==> src/rtl/broken_down_time_to_filetime_core_assert.svh <==
// Assertion macros shared by the calendar-to-tick-count RTL.
`ifndef BROKEN_DOWN_TIME_TO_FILETIME_CORE_ASSERT_SVH
`define BROKEN_DOWN_TIME_TO_FILETIME_CORE_ASSERT_SVH

// Same-cycle implication, checked at every rising edge outside reset.
`define BDTF_ASSERT_IMPL(lbl, clk, rst_n, ante, cons, msg) \
	lbl: assert property (@(posedge clk) disable iff (!(rst_n)) (ante) |-> (cons)) \
		else $error(msg);

// Next-cycle implication, checked at every rising edge outside reset.
`define BDTF_ASSERT_NEXT(lbl, clk, rst_n, ante, cons, msg) \
	lbl: assert property (@(posedge clk) disable iff (!(rst_n)) (ante) |=> (cons)) \
		else $error(msg);

`endif

==> src/rtl/bdtf_pkg.sv <==
// Package with the types, constants and month table of the tick-count converter.
`timescale 1ns / 1ps

package bdtf_pkg;

	// Days from 1601-01-01 to 1970-01-01, minus one (day of month starts at one),
	// minus 70 * 365 because the year is carried as an offset from 1900.
	localparam logic signed [20:0] DAY_BIAS = 21'sd109223;
	localparam logic [16:0] SEC_PER_DAY = 17'd86400;
	localparam logic [11:0] SEC_PER_HOUR = 12'd3600;
	localparam logic [5:0] SEC_PER_MIN = 6'd60;
	// Ticks of 100 ns in one second.
	localparam logic [23:0] TICKS_PER_SEC = 24'd10000000;
	// Reciprocals for the century and quad-century quotients.
	localparam logic [12:0] RECIP_100 = 13'd5243;
	localparam int RECIP_100_SHIFT = 19;
	localparam int RECIP_400_SHIFT = 21;
	// Rising edges from the accepting edge until done is seen high.
	localparam int ACCEPT_TO_DONE = 6;

	// One calendar word as held in the input register.
	typedef struct packed {
		logic       valid;
		logic [9:0] years_since_1900;
		logic [3:0] month_index;
		logic [4:0] day_of_month;
		logic [4:0] hour_of_day;
		logic [5:0] minute_of_hour;
		logic [5:0] second_of_minute;
		logic       daylight_saving;
	} item_t;

	// Day count since 1601 and second of day, handed to the scaling stages.
	typedef struct packed {
		logic               valid;
		logic               zero;
		logic [18:0]        day_count;
		logic signed [17:0] sec_of_day;
	} days_word_t;

	// Days before the first of each month in a common year.
	function automatic logic [8:0] cum_days(input logic [3:0] m);
		logic [8:0] d;
		unique case (m)
			4'd0:    d = 9'd0;
			4'd1:    d = 9'd31;
			4'd2:    d = 9'd59;
			4'd3:    d = 9'd90;
			4'd4:    d = 9'd120;
			4'd5:    d = 9'd151;
			4'd6:    d = 9'd181;
			4'd7:    d = 9'd212;
			4'd8:    d = 9'd243;
			4'd9:    d = 9'd273;
			4'd10:   d = 9'd304;
			4'd11:   d = 9'd334;
			default: d = 9'd0;
		endcase
		return d;
	endfunction

endpackage

==> src/rtl/bdtf_days.sv <==
// Two pipeline stages that turn the calendar word into days since 1601 and second of day.
`timescale 1ns / 1ps

module bdtf_days import bdtf_pkg::*; (
	input  logic       clk,
	input  logic       arst_n,
	input  item_t      item,
	output days_word_t days_word
);

	// Stage 2: year offset, leap-day quotients, second of day.
	logic        valid_s2;
	logic        zero_s2;
	logic [10:0] year_s2;
	logic [3:0]  mon_s2;
	logic [4:0]  day_s2;
	logic signed [8:0]  quad_s2;
	logic [3:0]  cent_s2;
	logic [1:0]  qcent_s2;
	logic signed [17:0] tod_s2;

	logic        wrap;
	logic [10:0] year_c;
	logic [3:0]  mon_c;
	logic signed [11:0] from_1968;
	logic [11:0] mag_1968;
	logic [9:0]  quad_mag;
	logic signed [8:0]  quad_c;
	logic [10:0] from_1600;
	logic [23:0] cent_prod;
	logic [23:0] qcent_prod;
	logic signed [17:0] tod_c;
	logic        zero_c;

	always_comb begin
		wrap = item.month_index >= 4'd12;
		year_c = {1'b0, item.years_since_1900} + {10'b0, wrap};
		mon_c = wrap ? item.month_index - 4'd12 : item.month_index;
		// Quotient by four truncated toward zero, as the year may lie before 1968.
		from_1968 = $signed({1'b0, year_c}) - 12'sd68;
		mag_1968 = from_1968[11] ? 12'(-from_1968) : 12'(from_1968);
		quad_mag = mag_1968[11:2];
		quad_c = from_1968[11] ? -$signed({1'b0, quad_mag[7:0]}) : $signed({1'b0, quad_mag[7:0]});
		from_1600 = year_c + 11'd300;
		cent_prod = 24'(year_c) * 24'(RECIP_100);
		qcent_prod = 24'(from_1600) * 24'(RECIP_100);
		tod_c = $signed({1'b0, 17'(item.hour_of_day) * 17'(SEC_PER_HOUR)})
			+ $signed({6'b0, 12'(item.minute_of_hour) * 12'(SEC_PER_MIN)})
			+ $signed({12'b0, item.second_of_minute})
			- (item.daylight_saving ? $signed({6'b0, SEC_PER_HOUR}) : 18'sd0);
		zero_c = (item.years_since_1900 == '0) && (item.month_index == '0)
			&& (item.day_of_month == '0) && (item.hour_of_day == '0)
			&& (item.minute_of_hour == '0) && (item.second_of_minute == '0)
			&& !item.daylight_saving;
	end

	always_ff @(posedge clk or negedge arst_n) begin
		if (!arst_n) begin
			valid_s2 <= 1'b0;
		end else begin
			valid_s2 <= item.valid;
		end
	end

	always_ff @(posedge clk) begin
		zero_s2 <= zero_c;
		year_s2 <= year_c;
		mon_s2 <= mon_c;
		day_s2 <= item.day_of_month;
		quad_s2 <= quad_c;
		cent_s2 <= cent_prod[RECIP_100_SHIFT+3:RECIP_100_SHIFT];
		qcent_s2 <= qcent_prod[RECIP_400_SHIFT+1:RECIP_400_SHIFT];
		tod_s2 <= tod_c;
	end

	// Stage 3: leap test and the day sum.
	logic        leap;
	logic        skip_day;
	logic [10:0] from_1600_s2;
	logic signed [20:0] day_sum;
	days_word_t  days_s3;

	always_comb begin
		from_1600_s2 = year_s2 + 11'd300;
		leap = (year_s2[1:0] == 2'b00)
			&& ((year_s2 != 11'(cent_s2) * 11'd100)
			|| (from_1600_s2 == 11'(11'(qcent_s2) * 11'd400)));
		skip_day = leap && (mon_s2 < 4'd2);
		day_sum = $signed({10'b0, year_s2}) * 21'sd365
			+ $signed({12'b0, cum_days(mon_s2)})
			+ 21'(quad_s2)
			- $signed({17'b0, cent_s2})
			+ $signed({19'b0, qcent_s2})
			- $signed({20'b0, skip_day})
			+ $signed({16'b0, day_s2})
			+ DAY_BIAS;
	end

	// The stage-three word is cleared whole by reset.
	always_ff @(posedge clk or negedge arst_n) begin
		if (!arst_n) begin
			days_s3 <= '0;
		end else begin
			days_s3.valid <= valid_s2;
			days_s3.zero <= zero_s2;
			days_s3.day_count <= day_sum[18:0];
			days_s3.sec_of_day <= tod_s2;
		end
	end

	assign days_word = days_s3;

endmodule

==> src/rtl/bdtf_scale.sv <==
// Three pipeline stages that scale the day count to seconds and then to 100 ns ticks.
`timescale 1ns / 1ps

module bdtf_scale import bdtf_pkg::*; (
	input  logic        clk,
	input  logic        arst_n,
	input  days_word_t  days_word,
	output logic        done,
	output logic [61:0] tick_count
);

	// Stage 4: seconds since 1601.
	logic        valid_s4;
	logic        zero_s4;
	logic [35:0] secs_s4;
	logic signed [37:0] secs_sum;

	assign secs_sum = $signed({2'b0, 36'(36'(days_word.day_count) * 36'(SEC_PER_DAY))})
		+ 38'(days_word.sec_of_day);

	always_ff @(posedge clk or negedge arst_n) begin
		if (!arst_n) begin
			valid_s4 <= 1'b0;
		end else begin
			valid_s4 <= days_word.valid;
		end
	end

	always_ff @(posedge clk) begin
		zero_s4 <= days_word.zero;
		secs_s4 <= secs_sum[35:0];
	end

	// Stage 5: two partial products of the seconds by ticks per second.
	logic        valid_s5;
	logic        zero_s5;
	logic [41:0] prod_lo_s5;
	logic [41:0] prod_hi_s5;

	always_ff @(posedge clk or negedge arst_n) begin
		if (!arst_n) begin
			valid_s5 <= 1'b0;
		end else begin
			valid_s5 <= valid_s4;
		end
	end

	always_ff @(posedge clk) begin
		zero_s5 <= zero_s4;
		prod_lo_s5 <= 42'(secs_s4[17:0]) * 42'(TICKS_PER_SEC);
		prod_hi_s5 <= 42'(secs_s4[35:18]) * 42'(TICKS_PER_SEC);
	end

	// Stage 6: result register.
	logic [61:0] ticks_sum;

	assign ticks_sum = {2'b0, prod_hi_s5, 18'b0} + {20'b0, prod_lo_s5};

	always_ff @(posedge clk or negedge arst_n) begin
		if (!arst_n) begin
			done <= 1'b0;
		end else begin
			done <= valid_s5;
		end
	end

	always_ff @(posedge clk) begin
		tick_count <= zero_s5 ? '0 : ticks_sum;
	end

endmodule

==> src/rtl/broken_down_time_to_filetime_core.sv <==
// Top level of the calendar time to 100 ns tick count converter.
//
//   Channel   Handshake          Payload
//   -------   ----------------   ------------------------------------------------
//   input     start / busy       years_since_1900, month_index, day_of_month,
//                                hour_of_day, minute_of_hour, second_of_minute,
//                                daylight_saving
//   result    done (strobe)      tick_count
//
// A word is taken at every rising edge at which start is high; busy stays low, so
// one word per cycle is sustained. Each result appears on done and tick_count
// for one cycle. It passes through the input register, the day count (two stages),
// the scaling to seconds, the split 36 by 24 bit multiply by ticks per second, and
// the result register. The receiver cannot stall, so no stage ever holds. Reset
// clears the valid bits of the pipeline, and the input register and the stage-three
// word whole; the other payload registers are left as they are.
`timescale 1ns / 1ps

module broken_down_time_to_filetime_core import bdtf_pkg::*; (
	input  logic        clk,
	input  logic        arst_n,
	input  logic        start,
	output logic        busy,
	input  logic [9:0]  years_since_1900,
	input  logic [3:0]  month_index,
	input  logic [4:0]  day_of_month,
	input  logic [4:0]  hour_of_day,
	input  logic [5:0]  minute_of_hour,
	input  logic [5:0]  second_of_minute,
	input  logic        daylight_saving,
	output logic        done,
	output logic [61:0] tick_count
);

`include "broken_down_time_to_filetime_core_assert.svh"

	// The pipeline never holds, so a new word is welcome in every cycle.
	assign busy = 1'b0;

	logic       accept;
	item_t      item_s1;
	days_word_t days_word;

	assign accept = start && !busy;

	// Input register: cleared whole by reset, loaded every cycle afterward.
	always_ff @(posedge clk or negedge arst_n) begin
		if (!arst_n) begin
			item_s1 <= '0;
		end else begin
			item_s1.valid <= accept;
			item_s1.years_since_1900 <= years_since_1900;
			item_s1.month_index <= month_index;
			item_s1.day_of_month <= day_of_month;
			item_s1.hour_of_day <= hour_of_day;
			item_s1.minute_of_hour <= minute_of_hour;
			item_s1.second_of_minute <= second_of_minute;
			item_s1.daylight_saving <= daylight_saving;
		end
	end

	// Day count since 1601 and second of day.
	bdtf_days u_days (
		.clk       (clk),
		.arst_n    (arst_n),
		.item      (item_s1),
		.days_word (days_word)
	);

	// Scaling to seconds and ticks, and the result register.
	bdtf_scale u_scale (
		.clk        (clk),
		.arst_n     (arst_n),
		.days_word  (days_word),
		.done       (done),
		.tick_count (tick_count)
	);

	// Every strobe answers a word taken a fixed number of cycles earlier.
	`BDTF_ASSERT_IMPL(a_done_has_word, clk, arst_n, done, $past(accept, ACCEPT_TO_DONE), "result strobe without an accepted word")

	// Every accepted word is answered.
	`BDTF_ASSERT_IMPL(a_word_gets_done, clk, arst_n, accept, ##ACCEPT_TO_DONE done, "accepted word produced no result")

	// The largest count any field pattern can reach stays below 2^59.
	`BDTF_ASSERT_IMPL(a_count_range, clk, arst_n, done, tick_count[61:59] == 3'b000, "tick count beyond its reachable range")

	// The input register follows the handshake.
	`BDTF_ASSERT_NEXT(a_s1_loads, clk, arst_n, accept, item_s1.valid, "accepted word not loaded into the input register")

endmodule
==> config.mk <==
export PLATFORM = sky130hd
export DESIGN_NAME = broken_down_time_to_filetime_core
export DESIGN_NICKNAME = d
export VERILOG_FILES = /design/src/rtl/bdtf_pkg.sv /design/src/rtl/bdtf_days.sv /design/src/rtl/bdtf_scale.sv /design/src/rtl/broken_down_time_to_filetime_core.sv
export VERILOG_INCLUDE_DIRS = /design/src /design/src/rtl
export SDC_FILE = /design/constraint.sdc
export NUM_CORES = 2
export LEC_CHECK = 0
export BUFFER_PORTS_ARGS = -buffer_cell sky130_fd_sc_hd__buf_4
export CELL_PAD_IN_SITES_DETAIL_PLACEMENT = 0
export CELL_PAD_IN_SITES_GLOBAL_PLACEMENT = 1
export CORE_ASPECT_RATIO = 2
export CORE_MARGIN = 2
export CORE_UTILIZATION = 56
export DETAILED_ROUTE_END_ITERATION = 10
export PLACE_DENSITY = 0.95
export SLEW_MARGIN = 20
export SYNTH_ARGS = -nofsm -noshare
export SYNTH_HDL_FRONTEND = slang
export SYNTH_SLANG_ARGS = --single-unit
==> constraint.sdc <==
create_clock -name clk -period 21.9 [get_ports clk]
set_clock_uncertainty 0.15 [all_clocks]
set_input_delay 4.38 -clock clk [delete_from_list [all_inputs] [get_ports clk]]
set_output_delay 4.38 -clock clk [all_outputs]
set_load 0.05 [all_outputs]
==> parameters.txt <==
Parameter                              Value

Routing
  Detailed-route DRC error count ... 0
  Number of nets still failing antenna checks after routing ... 0
  Vias after detailed routing ... 24500
  Mean number of vias per cell ... 5.39
  Wire length after detailed routing ... 82.7 mm
  Average detailed-routed wire length per instance ... 18.2 microns
  Initial drt markers ... 640
  Number of optimization iterations in the first detailed-route pass ... 6

Synth
  Count of flip-flops with a built-in enable after synthesis ... 0
  Combined area of all synthesized cells ... 35400 sq um
  Area share of the largest cell type after synthesis ... 28.7%
  Leading area contributor after synthesis ... sky130_fd_sc_hd__ha_1
  Post-Synthesis Mean Instance Area ... 9.82 sq um
  Library cells used by synthesis ... 91
  Top flip-flop cell by instance count after synthesis ... sky130_fd_sc_hd__dfxtp_1
  Number of instances in the synthesized netlist ... 3608
  Async set-reset flop share out of synthesis ... 26.6%
  Most frequently used cell type in the post-synthesis netlist ... sky130_fd_sc_hd__inv_1
  Leading post-synthesis cells by instance count ... sky130_fd_sc_hd__inv_1, sky130_fd_sc_hd__ha_1, sky130_fd_sc_hd__fa_1, sky130_fd_sc_hd__dfxtp_1
  Fraction of the yosys area taken by sequential cells ... 18.4%
  Yosys reg bits ... 305
  YS warnings ... 0
  Top post-synthesis cells by area ... sky130_fd_sc_hd__ha_1, sky130_fd_sc_hd__fa_1, sky130_fd_sc_hd__dfxtp_1

STA
  Maximum achievable frequency ... 119 MHz
  Count of final hold-check violations ... 0
  Final period util ... 38.4%
  Minimum clock period ... 8410 ps
  Number of pins with negative max-slew slack in the final report ... 0
  Setup Viol. Count Final ... 0
  Setup repair after global routing missed its margin ... no
  Slew headroom ... 38.3%
  Slew at the pin with the worst max-slew slack ... 919 ps
  Setup TNS ... 0 ps

GRT
  Global routing met1 resource utilization ... 20.2%
  Met2 Resource Use GR ... 55.3%
  Wire length of the first global-routing pass ... 133 mm
  Vias in the first global route ... 27100
  Overflow after GRT ... 0
  Overall fraction of global-route tracks in use ... 26.2%
  Maximum number of pins on one net before global-route repair ... 55
  Antenna violations before repair ... 0
  Most used routing layer ... met2
  Met3 capacity usage during global routing ... 2.50%

Clock network
  Clock transition time at the flip-flop clock pins of the worst setup and hold paths ... 70 ps
  Post-cts hold buffer count ... 0
  Maximum clock insertion buffer count ... 3
  Root Driver ... sky130_fd_sc_hd__clkbuf_16
  TritonCTS clock tree ... built
  Cells resized by post-CTS repair ... 0
  Number of CTS-inserted buffers ... 31
  Post-CTS setup buffer count ... 0
  Num Clock Sinks ... 305
  Later-pin clock latency in the skew report ... 630 ps
  H-tree depth ... 1

Worst setup path
  Startpoint-to-endpoint class of the critical path ... register to register
  Source of the worst register-to-register timing path ... item_s1[26]$_DFF_PN0_
  R2R setup slack ... 13490 ps
  Reg-to-reg endpoint ... u_days.qcent_s2[1]$_DFF_P_
  Highest net fanout along the worst path ... 10
  Slowest cell on crit path ... sky130_fd_sc_hd__fa_1
  Crit path capture type ... register
  Startpoint type of the worst setup path ... register
  Worst path required time ... 22300 ps
  Highest cell delay on the worst timing path ... 550 ps
  Data arrival, critical path ... 8810 ps
  Worst Reg-to-Reg Cells ... 30

Finish
  Share of final-layout standard cells stronger than drive strength 1 ... 5.68%
  Fill cell total of the finished layout ... 5382
  Area overhead of the layout relative to synthesis ... 7.65%
  Final Cell Area ... 38200 sq um
  Post-layout nets ... 4949

Die
  Overall die area ... 65400 sq um
  Starting Density ... 56.4%
  Chip Height ... 360 microns
  Row Count ... 130
  Core Box Area ... 62800 sq um
  Width of the die ... 182 microns
  Boundary Pins ... 104

Outcome
  Outcome ... finished clean

Hold path
  Hold crit path type ... register to register
  Instance count along the most critical hold path ... 0
  Worst Hold Launch ... u_scale.zero_s4$_DFF_P_
  Min-Delay Endpoint ... u_scale.zero_s5$_DFF_P_

Place
  HPWL reported at the end of detailed placement ... 72.6 mm
  Count of port buffers added during placement ... 94
  Global placement routability congestion ... 0.969
  Post-DP Area ... 37100 sq um

Flow run
  Maxcap violations ... 0
==> logic make-up after synthesis <==
| group | share of synthesized area (%) |
|---|---|
| AOI/OAI and AO/OA | 9.19 |
| xor gates and xnor gates | 6.37 |
| adders and majority gates | 49.5 |
| buffers and inverters | 9.68 |
| DFF | 18.4 |
| muxes | 0.0565 |
| other | 0.0106 |
| and+or+nand+nor | 6.79 |
==> placed cells by master, fill, tap and decap left out, types with 19 or more instances in the layout <==
master	count
sky130_fd_sc_hd__a21o_1	74
sky130_fd_sc_hd__buf_4	106
sky130_fd_sc_hd__nand2_1	95
sky130_fd_sc_hd__nor2b_1	47
sky130_fd_sc_hd__fa_1	368
sky130_fd_sc_hd__o21a_1	20
sky130_fd_sc_hd__clkbuf_16	31
sky130_fd_sc_hd__ha_1	814
sky130_fd_sc_hd__nand4_1	19
sky130_fd_sc_hd__o21bai_1	29
sky130_fd_sc_hd__and3_1	20
sky130_fd_sc_hd__o21ai_0	71
sky130_fd_sc_hd__inv_1	869
sky130_fd_sc_hd__nand3_1	36
sky130_fd_sc_hd__dfxtp_1	223
sky130_fd_sc_hd__nor3_1	42
sky130_fd_sc_hd__xor2_1	63
sky130_fd_sc_hd__dfrtp_1	81
sky130_fd_sc_hd__a21oi_1	173
sky130_fd_sc_hd__xnor2_1	173
sky130_fd_sc_hd__nor2_1	116
==> worst max-delay path: cells and delay by family (launching register included) <==
| kind | cells | cell delay, ps |
|---|---|---|
| simple gates | 5 | 1050 |
| fa+ha+maj | 9 | 3530 |
| buf+inv | 7 | 850 |
| xor+xnor | 2 | 460 |
| compound gates | 7 | 1770 |
| flops | 1 | 510 |
==> how the worst max path moves through the flow <==
stage | from | to | slack, ps | depth (start not counted)
6_report | item_s1[26]$_DFF_PN0_ | u_days.qcent_s2[1]$_DFF_P_ | 13490 | 30
5_1_grt | item_s1[25]$_DFF_PN0_ | u_days.qcent_s2[1]$_DFF_P_ | 12810 | 30
4_1_cts | item_s1[25]$_DFF_PN0_ | u_days.qcent_s2[1]$_DFF_P_ | 13430 | 30
3_5_place_dp | item_s1[25]$_DFF_PN0_ | u_days.qcent_s2[1]$_DFF_P_ | 13490 | 30
3_3_place_gp | item_s1[25]$_DFF_PN0_ | u_days.qcent_s2[1]$_DFF_P_ | 13560 | 30
2_1_floorplan | item_s1[25]$_DFF_PN0_ | u_days.qcent_s2[1]$_DFF_P_ | 14290 | 31
==> registers in the layout, summed over array words and instances (netlist names), 2 cells and up, named ones only <==
| signal | flops |
|---|---|
| u_scale.tick_count | 54 |
| u_days.days_word | 39 |
| item_s1 | 38 |
| u_scale.secs_s4 | 36 |
| u_scale.prod_hi_s5 | 35 |
| u_scale.prod_lo_s5 | 35 |
| u_days.tod_s2 | 18 |
| u_days.year_s2 | 11 |
| u_days.quad_s2 | 9 |
| u_days.day_s2 | 5 |
| u_days.cent_s2 | 4 |
| u_days.mon_s2 | 3 |
| u_days.qcent_s2 | 2 |
==> area by class of cell <==
cell class                      instances  area, sq um  area share, %
Sequential cell                       305         6510           17.1
Clock inverter                         24          245          0.643
Inverter                              874         3280           8.60
Tap cell                              792          991           2.60
Timing Repair Buffer                  106          796           2.09
Multi-Input combinational cell       2409        25500           66.9
Clock buffer                           34          797           2.09
Antenna cell                            1         2.50        0.00656
==> through the flow <==
| step | setup slack, ps | std cells | util [%] | hold WS [ps] |
|---|---|---|---|---|
| 6_report | 13490 | 4545 | 60.8 | 165 |
| 5_1_grt | 12810 | 4544 | 60.8 | 178 |
| 3_3_place_gp | 13560 | 4486 | 59.1 | 166 |
| 3_5_place_dp | 13490 | 4486 | 59.1 | 165 |
| 4_1_cts | 13430 | 4544 | 60.8 | 169 |
| 2_1_floorplan | 14290 | 3616 | - | 160 |
==> per-layer routing <==
layer | up-vias | wire length (microns) | share of wire (%)
met2 | 464 | 48400 | 58
met5 | - | 0 | 0
met1 | 11800 | 23900 | 29
li1 | 11900 | - | -
met4 | 0 | 8510 | 10
met3 | 318 | 1930 | 2.3
Power is not shown: default switching activity piles up to over one toggle a cycle in this logic, so the estimate is an artifact.
